--- src/design/dhs_pkg.sv ---
package dhs_pkg;

    localparam int CYL_W  = 16;
    localparam int DC_W   = 17;
    localparam int SUM_W  = 22;
    localparam int CIDX_W = 2;

    localparam logic [1:0] ALG_FCFS = 2'd0;
    localparam logic [1:0] ALG_SSTF = 2'd1;
    localparam logic [1:0] ALG_SCAN = 2'd2;

    localparam logic [CIDX_W-1:0] REG_ALGORITHM  = 2'd0;
    localparam logic [CIDX_W-1:0] REG_START_HEAD = 2'd1;
    localparam logic [CIDX_W-1:0] REG_DISK_CYL   = 2'd2;
    localparam logic [CIDX_W-1:0] REG_SCAN_DIR   = 2'd3;

endpackage

--- src/design/disk_head_scheduler.sv ---
// Disk arm scheduler (FCFS, SSTF, SCAN).
// Input channel: an item (cylinder, last_request) is taken when start is high
// and busy is low, one item per cycle while a batch is being collected. Items
// beyond MAX_REQUESTS are dropped; an item flagged last_request closes the
// batch and busy rises until the final stop has been presented.
// Result channel: each stop shows for one cycle with result_valid high; the
// receiver cannot stall it. last_stop marks the final stop of a batch.
// Config channel: cfg_valid/cfg_ready (always ready), cfg_index selects the
// register, cfg_data carries the value; write only while busy is low.
// Storage: requests live in a synchronous RAM (one write, one read port). FCFS
// reads each request in a read state (S_FRD) and then emits it (S_FEM). SSTF and
// SCAN sweep the whole batch for every stop; SCAN adds one sweep for the
// disk-end stop. Each RAM word carries a served mark next to the cylinder;
// storing a request clears it, serving it in SSTF or SCAN sets it.
// Reset: registers return to algorithm FCFS, start head 0, 200 cylinders,
// upward scan; the request count is zero and no batch is pending.
module disk_head_scheduler #(
    parameter int MAX_REQUESTS  = 63,
    parameter int CYLINDER_BITS = 16
) (
    input  logic                        clk,
    input  logic                        rst_n,
    input  logic                        start,
    output logic                        busy,
    input  logic [dhs_pkg::CYL_W-1:0]   cylinder,
    input  logic                        last_request,
    input  logic                        cfg_valid,
    output logic                        cfg_ready,
    input  logic [dhs_pkg::CIDX_W-1:0]  cfg_index,
    input  logic [dhs_pkg::DC_W-1:0]    cfg_data,
    output logic                        result_valid,
    output logic [dhs_pkg::CYL_W-1:0]   served_cylinder,
    output logic [dhs_pkg::CYL_W-1:0]   seek_distance,
    output logic [dhs_pkg::SUM_W-1:0]   total_movement,
    output logic                        is_turnaround,
    output logic                        last_stop
);

    localparam int AW = (MAX_REQUESTS > 1) ? $clog2(MAX_REQUESTS) : 1;
    localparam int CW = $clog2(MAX_REQUESTS + 1);
    localparam int SW = CW + 1;
    localparam int CB = CYLINDER_BITS;
    localparam logic [CB-1:0] CYL_MAX = '1;
    localparam logic [CW-1:0] CNT_MAX = CW'(MAX_REQUESTS);

    localparam logic [1:0] S_IDLE  = 2'd0;
    localparam logic [1:0] S_FRD   = 2'd1;
    localparam logic [1:0] S_FEM   = 2'd2;
    localparam logic [1:0] S_SWEEP = 2'd3;

    localparam logic [1:0] P_SSTF   = 2'd0;
    localparam logic [1:0] P_FIRST  = 2'd1;
    localparam logic [1:0] P_SECOND = 2'd2;

    logic [1:0]                 alg_reg;
    logic [dhs_pkg::CYL_W-1:0]  start_head_reg;
    logic [dhs_pkg::DC_W-1:0]   disk_cyl_reg;
    logic                       scan_dir_reg;

    // word: {served mark, cylinder}
    logic [CB:0]                mem [MAX_REQUESTS];
    logic [CB:0]                rd_data_reg;
    logic [AW-1:0]              rd_addr;
    logic [CB-1:0]              rd_cyl;
    logic                       rd_served;
    logic                       mark_en;

    logic [1:0]                 state_reg;
    logic [1:0]                 phase_reg;
    logic                       dir_reg;
    logic [CW-1:0]              count_reg;
    logic [CW-1:0]              issue_reg;
    logic                       dv_reg;
    logic [AW-1:0]              didx_reg;
    logic                       found_reg;
    logic [CB-1:0]              best_key_reg;
    logic [CB-1:0]              best_val_reg;
    logic [AW-1:0]              best_idx_reg;
    logic [CB-1:0]              head_reg;
    logic [CB-1:0]              pivot_reg;
    logic [dhs_pkg::SUM_W-1:0]  sum_reg;
    logic [SW-1:0]              stop_cnt_reg;
    logic [SW-1:0]              total_reg;

    logic                       res_valid_reg;
    logic [dhs_pkg::CYL_W-1:0]  res_cyl_reg;
    logic [dhs_pkg::CYL_W-1:0]  res_dist_reg;
    logic [dhs_pkg::SUM_W-1:0]  res_sum_reg;
    logic                       res_turn_reg;
    logic                       res_last_reg;

    logic [dhs_pkg::DC_W-1:0]   top_m1;
    logic [CB-1:0]              top_end;
    logic [CB-1:0]              diff;
    logic                       side_up;
    logic                       elig;
    logic [CB-1:0]              key;
    logic                       take;
    logic                       sweep_done;
    logic                       emit_en;
    logic [CB-1:0]              emit_tgt;
    logic                       emit_turn;
    logic [CB-1:0]              emit_dist;
    logic                       emit_last;
    logic                       accept;
    logic [CW-1:0]              cnt_after;

    assign busy      = (state_reg != S_IDLE);
    assign cfg_ready = 1'b1;
    assign accept    = start && !busy;
    assign cnt_after = (count_reg < CNT_MAX) ? count_reg + 1'b1 : count_reg;

    assign rd_cyl    = rd_data_reg[CB-1:0];
    assign rd_served = rd_data_reg[CB];

    assign result_valid    = res_valid_reg;
    assign served_cylinder = res_cyl_reg;
    assign seek_distance   = res_dist_reg;
    assign total_movement  = res_sum_reg;
    assign is_turnaround   = res_turn_reg;
    assign last_stop       = res_last_reg;

    always_comb
    begin
        top_m1 = (disk_cyl_reg == '0) ? '0 : disk_cyl_reg - 1'b1;
        if (top_m1 > dhs_pkg::DC_W'(CYL_MAX))
            top_end = CYL_MAX;
        else
            top_end = top_m1[CB-1:0];

        diff    = (rd_cyl >= head_reg) ? rd_cyl - head_reg : head_reg - rd_cyl;
        side_up = (phase_reg == P_FIRST) ? dir_reg : !dir_reg;
        if (phase_reg == P_SSTF)
        begin
            elig = 1'b1;
            key  = diff;
        end
        else if (side_up)
        begin
            elig = rd_cyl > pivot_reg;
            key  = rd_cyl;
        end
        else
        begin
            elig = rd_cyl <= pivot_reg;
            key  = ~rd_cyl;
        end
        take = dv_reg && elig && !rd_served && (!found_reg || key < best_key_reg);

        sweep_done = (state_reg == S_SWEEP) && (issue_reg == count_reg) && !dv_reg;
        mark_en    = sweep_done && found_reg;
        rd_addr    = (state_reg == S_SWEEP) ? issue_reg[AW-1:0] : stop_cnt_reg[AW-1:0];

        emit_en   = 1'b0;
        emit_tgt  = rd_cyl;
        emit_turn = 1'b0;
        if (state_reg == S_FEM)
            emit_en = 1'b1;
        else if (sweep_done && found_reg)
        begin
            emit_en  = 1'b1;
            emit_tgt = best_val_reg;
        end
        else if (sweep_done && phase_reg == P_FIRST)
        begin
            emit_en   = 1'b1;
            emit_turn = 1'b1;
            emit_tgt  = dir_reg ? top_end : '0;
        end
        emit_dist = (emit_tgt >= head_reg) ? emit_tgt - head_reg : head_reg - emit_tgt;
        emit_last = (stop_cnt_reg + 1'b1 == total_reg);
    end

    // stores happen only while idle, served marks only during a sweep
    always_ff @(posedge clk)
    begin
        if (accept && count_reg < CNT_MAX)
            mem[count_reg[AW-1:0]] <= {1'b0, cylinder[CB-1:0]};
        else if (mark_en)
            mem[best_idx_reg] <= {1'b1, best_val_reg};
        rd_data_reg <= mem[rd_addr];
    end

    always_ff @(posedge clk or negedge rst_n)
    begin
        if (!rst_n)
        begin
            alg_reg        <= dhs_pkg::ALG_FCFS;
            start_head_reg <= '0;
            disk_cyl_reg   <= dhs_pkg::DC_W'(200);
            scan_dir_reg   <= 1'b1;
            state_reg      <= S_IDLE;
            phase_reg      <= P_SSTF;
            dir_reg        <= 1'b1;
            count_reg      <= '0;
            issue_reg      <= '0;
            dv_reg         <= 1'b0;
            didx_reg       <= '0;
            found_reg      <= 1'b0;
            best_key_reg   <= '0;
            best_val_reg   <= '0;
            best_idx_reg   <= '0;
            head_reg       <= '0;
            pivot_reg      <= '0;
            sum_reg        <= '0;
            stop_cnt_reg   <= '0;
            total_reg      <= '0;
            res_valid_reg  <= 1'b0;
            res_cyl_reg    <= '0;
            res_dist_reg   <= '0;
            res_sum_reg    <= '0;
            res_turn_reg   <= 1'b0;
            res_last_reg   <= 1'b0;
        end
        else
        begin
            if (cfg_valid)
            begin
                case (cfg_index)
                    dhs_pkg::REG_ALGORITHM:  alg_reg        <= cfg_data[1:0];
                    dhs_pkg::REG_START_HEAD: start_head_reg <= cfg_data[dhs_pkg::CYL_W-1:0];
                    dhs_pkg::REG_DISK_CYL:   disk_cyl_reg   <= cfg_data;
                    dhs_pkg::REG_SCAN_DIR:   scan_dir_reg   <= cfg_data[0];
                    default: ;
                endcase
            end

            case (state_reg)
                S_IDLE:
                begin
                    if (accept)
                    begin
                        count_reg <= cnt_after;
                        if (last_request)
                        begin
                            head_reg     <= start_head_reg[CB-1:0];
                            pivot_reg    <= start_head_reg[CB-1:0];
                            sum_reg      <= '0;
                            stop_cnt_reg <= '0;
                            issue_reg    <= '0;
                            dv_reg       <= 1'b0;
                            found_reg    <= 1'b0;
                            dir_reg      <= scan_dir_reg;
                            if (alg_reg == dhs_pkg::ALG_SCAN)
                            begin
                                phase_reg <= P_FIRST;
                                total_reg <= SW'(cnt_after) + 1'b1;
                                state_reg <= S_SWEEP;
                            end
                            else if (alg_reg == dhs_pkg::ALG_SSTF)
                            begin
                                phase_reg <= P_SSTF;
                                total_reg <= SW'(cnt_after);
                                state_reg <= S_SWEEP;
                            end
                            else
                            begin
                                total_reg <= SW'(cnt_after);
                                state_reg <= S_FRD;
                            end
                        end
                    end
                end
                S_FRD:
                    state_reg <= S_FEM;
                S_FEM:
                    state_reg <= S_FRD;
                S_SWEEP:
                begin
                    dv_reg   <= (issue_reg != count_reg);
                    didx_reg <= issue_reg[AW-1:0];
                    if (issue_reg != count_reg)
                        issue_reg <= issue_reg + 1'b1;
                    if (take)
                    begin
                        found_reg    <= 1'b1;
                        best_key_reg <= key;
                        best_val_reg <= rd_cyl;
                        best_idx_reg <= didx_reg;
                    end
                    if (sweep_done)
                    begin
                        issue_reg <= '0;
                        found_reg <= 1'b0;
                        if (!found_reg)
                        begin
                            if (phase_reg == P_FIRST)
                                phase_reg <= P_SECOND;
                            else
                            begin
                                // nothing left to serve
                                state_reg <= S_IDLE;
                                count_reg <= '0;
                            end
                        end
                    end
                end
                default:
                    state_reg <= S_IDLE;
            endcase

            res_valid_reg <= emit_en;
            if (emit_en)
            begin
                head_reg     <= emit_tgt;
                sum_reg      <= sum_reg + dhs_pkg::SUM_W'(emit_dist);
                stop_cnt_reg <= stop_cnt_reg + 1'b1;
                res_cyl_reg  <= dhs_pkg::CYL_W'(emit_tgt);
                res_dist_reg <= dhs_pkg::CYL_W'(emit_dist);
                res_sum_reg  <= sum_reg + dhs_pkg::SUM_W'(emit_dist);
                res_turn_reg <= emit_turn;
                res_last_reg <= emit_last;
                if (emit_last)
                begin
                    state_reg <= S_IDLE;
                    count_reg <= '0;
                end
            end
        end
    end

    a_last_frees: assert property (@(posedge clk) disable iff (!rst_n)
        result_valid && last_stop |-> !busy)
        else $error("block still busy after final stop");

    a_mid_busy: assert property (@(posedge clk) disable iff (!rst_n)
        result_valid && !last_stop |-> busy)
        else $error("block idle before final stop");

    a_sum_grows: assert property (@(posedge clk) disable iff (!rst_n)
        result_valid |-> total_movement >= dhs_pkg::SUM_W'(seek_distance))
        else $error("running movement below seek distance");

    a_turn_down: assert property (@(posedge clk) disable iff (!rst_n)
        result_valid && is_turnaround && !dir_reg |-> served_cylinder == '0)
        else $error("downward turnaround not at cylinder zero");

endmodule

--- config.mk ---
export PLATFORM = sky130hd
export DESIGN_NAME = disk_head_scheduler
export DESIGN_NICKNAME = d
export VERILOG_FILES = /design/src/design/dhs_pkg.sv /design/src/design/disk_head_scheduler.sv
export SDC_FILE = /design/constraint.sdc
export NUM_CORES = 2
export LEC_CHECK = 0
export BUFFER_PORTS_ARGS = -buffer_cell sky130_fd_sc_hd__buf_2
export CAP_MARGIN = 20
export CORE_ASPECT_RATIO = 0.8
export CORE_MARGIN = 3
export CORE_UTILIZATION = 40
export CTS_CLUSTER_SIZE = 28
export DETAILED_ROUTE_END_ITERATION = 10
export GPL_TIMING_DRIVEN = 1
export PLACE_DENSITY = 0.58
export SETUP_SLACK_MARGIN = 0.15
export SYNTH_ARGS = -nofsm -noshare
export SYNTH_HDL_FRONTEND = slang
export SYNTH_SLANG_ARGS = --single-unit
export TNS_END_PERCENT = 100
--- constraint.sdc ---
create_clock -name clk -period 8.4 [get_ports clk]
set_input_delay 0.84 -clock clk [delete_from_list [all_inputs] [get_ports clk]]
set_output_delay 0.84 -clock clk [all_outputs]
set_load 0.02 [all_outputs]
==> run metrics <==
worst setup path endpoint=sum_reg[21]; CORE AREA=141000 um2; DIE WIDTH=428 um; Vias/cell=5.64; number of library cell types mapped by synthesis=83; P&R area growth vs syn=13.4%; combinational power share=0.474; GR Overflow Total=0; Post-Syn Area=56900 um2; vias in the first global route=33000; antenna violations before repair=8; actual slew at the worst max-slew pin=1.09 ns; Final Util=0.458; GR Util met1=0.295; largest net degree at the start of global routing=127; Clock Power Share=0.217; crit path from=disk_cyl_reg[2]; Syn. warnings=0; CP required=9.02 ns; Slew Limit Fails=0; shortest period the worst path allows=7.79 ns; drt drc=0; gpl congestion=0.922; Internal Power=15.7 mW; global-route met2 utilization=0.318; Initial Utilization=0.403; final hold violations=0; max reg flops=1071; TritonCTS clock tree=built; share of layout cells above drive strength 1=0.212; 1st-iter DRT viols=3308; outcome=finished, final reports clean; CTS buffer count=131; power per cell area=409 nW/um2; RSZ-0062 raised after global routing=no; Leak=22.8 nW; GRT met3 Usage=0.0333; busiest grt layer=met2; Clock Tree Buf Depth=3; num rows=123; # clock sinks=1312; nets=4046; CP dominant cell by count=a21o_1; HP Class=in -> async; Net Switching=10.7 mW; gr usage total=0.203; max incr delay on CP=0.55 ns; Main synth FF type=edfxtp_1; Worst R2R Setup Slack=0.61 ns; # H-tree levels=4; syn avg cell area=15.3 um2; clk slew on worst S/H paths=0.06 ns; Slew HR=0.268; EDFF count, synth=1071; sequential group share of total power=0.309; Max-cap violations=0; routed length per placed instance=25.4 um; worst-path fanout max=8; die height=343 um; Clock Latency Late Sink=0.77 ns; cts hold-fix bufs=0; Tot Pwr=26.4 mW; register area share after synthesis=0.670; first-pass GRT wire length=222000 um; ANT nets after route=0; DIE AREA=147000 um2; dpl hpwl=92000 um; fmax=128 MHz; final setup skew=0.0270 ns; num ports=99; asr flop ratio synth=0.171; DR vias=33100; Worst R2R Path Depth=29; Finish-stage setup viols=0; period utilization=0.928; Critical R2R Capture=sum_reg[21]; first-pass iteration count of the detailed router=5; crit start category=flip-flop; synthesized flop and latch total=1312; Setup crit end kind=flip-flop; Worst VDD drop=322 uV; CP Data Arrival Time=8.41 ns; setup TNS=0 ns; critical path's slowest cell=or4_4; root buffer cell=clkbuf_16; switching share of total power=0.405; reg-to-reg startpoint=disk_cyl_reg[2]; Syn Inst Count=3723; Syn Nets=3887; critical path class=reg -> reg; port bufs=97; WL final=149000 um
[placed cells by master (no fill, tap or decap), drive strengths merged, types with 21 or more instances in the layout]
cell    count
inv       131
a21o       53
mux2       85
mux4      255
a311oi     53
dfrtp     219
nor3       30
clkbuf    167
a211oi     96
a31oi      45
clkinv     54
edfxtp   1071
nor2      203
mux2i      30
xor2       26
and2       59
and3       21
ha        119
o21ai     119
buf       229
nand3      30
xnor2      70
nand2     398
a21oi     169
[synthesized netlist by cell type (6+ instances only)]
library cell  count  area (um2)
a221oi_2          8         120
ha_1            119        1490
o31ai_1          13        97.6
o211ai_1          9        67.6
edfxtp_1       1071       32200
o21bai_1         17         128
nand3b_1         12        90.1
nor4_1           10        62.6
xor2_1           26         228
a22o_1           10        87.6
nand3_1          30         150
a211oi_1         96         721
xnor2_1          70         613
nor3_1           30         150
mux2_2           84         946
dfrtp_1         219        5480
a211o_1           6        52.6
or3_1             7        43.8
buf_1            22        82.6
a21o_1           53         398
o22ai_1           7        43.8
nand2_1         398        1490
nor2_1          203         762
nand4_1          15        93.8
buf_2            18        90.1
inv_1           122         458
dfxtp_1          17         340
o21a_1            9        67.6
and3_1           21         131
mux2i_1          30         300
a31oi_1          45         282
and2_1           58         363
a22oi_1           6        45.0
o21ai_1          10        50.1
nor2b_1          16         100
a21boi_0          7        52.6
mux4_2          255        5740
a311oi_1         53         464
nand2b_1         10        62.6
o21ai_0         109         546
a21oi_1         169         846
clkbuf_1        160         601
[metrics by stage]
| step | worst slack [ns] | hold slack, ns | cell area, um2 | cells |
|---|---|---|---|---|
| CTS | 0.301 | 0.165 | 64400 | 5857 |
| global route | 0.111 | 0.211 | 64500 | 5860 |
| detailed placement | 0.150 | 0.451 | 60300 | 5621 |
| floorplan | 0.737 | 0.432 | 56900 | 3723 |
| finish | 0.608 | 0.163 | 64500 | 5861 |
| global placement | 0.191 | 0.442 | 60200 | 5615 |
[what timing repair did]
action / 4_1_cts / 5_1_grt
pin swaps: 0 / 2
setup endpoints to repair: 6 / 19
setup buffers: 0 / 2
resized for setup: 1 / 8
[critical path, delay by kind of cell, from the launching register on]
kind | cells | cell delay (ns)
xor gates and xnor gates | 2 | 0.35
and+or+nand+nor | 9 | 2.54
adders and majority gates | 2 | 0.81
buffers and inverters | 3 | 0.59
DFF | 1 | 0.42
AOI/OAI and AO/OA | 13 | 2.91
[routing by layer]
layer / routed length [um] / vias up
met5: 35 / -
met4: 3570 / 6
li1: - / 14700
met3: 9160 / 224
met2: 69900 / 1033
met1: 66100 / 17100
[layout make-up]
| cell class | instances | area (um2) |
|---|---|---|
| diodes | 1 | 2.50 |
| clock buffers | 167 | 3430 |
| clock inverters | 69 | 693 |
| fillers | 12400 | 76500 |
| inverters | 125 | 470 |
| multi-input cells | 2083 | 17800 |
| flip-flops and latches | 1312 | 38100 |
| well taps | 1875 | 2350 |
| repair buffers | 229 | 1680 |
[worst min-delay path by stage]
stage,startpoint,endpoint,slack (ns),cells after the start
CTS,rst_n,sum_reg[11],0.16,1
global route,rst_n,total_movement[10],0.21,1
global placement,scan_dir_reg,dir_reg,0.44,2
finish,rst_n,total_movement[10],0.16,1
detailed placement,scan_dir_reg,dir_reg,0.45,2
floorplan,scan_dir_reg,dir_reg,0.43,2
[power by group through the flow]
stage / Combinational [mW] / Clock, mW / Sequential [mW]
after floorplan: 8.51 / 0 / 8.18
after global placement: 12.3 / 0 / 8.28
after detailed placement: 12.4 / 0 / 8.28
after CTS: 12.4 / 5.85 / 8.15
after global routing: 13.7 / 6.11 / 8.20
final: 12.5 / 5.73 / 8.16
[cells by family (layout without fill, tap and decap cells)]
family,count (synthesis),count (layout),synth area share
compound gates,658,658,0.0765
xor+xnor,96,96,0.0148
mux,370,370,0.123
flops,1312,1312,0.670
simple gates,834,834,0.0653
buf+inv,328,590,0.0223
other cells,1,2,0.0000659
fa+ha+maj,124,124,0.0279
(Power assumes the default switching activity.)
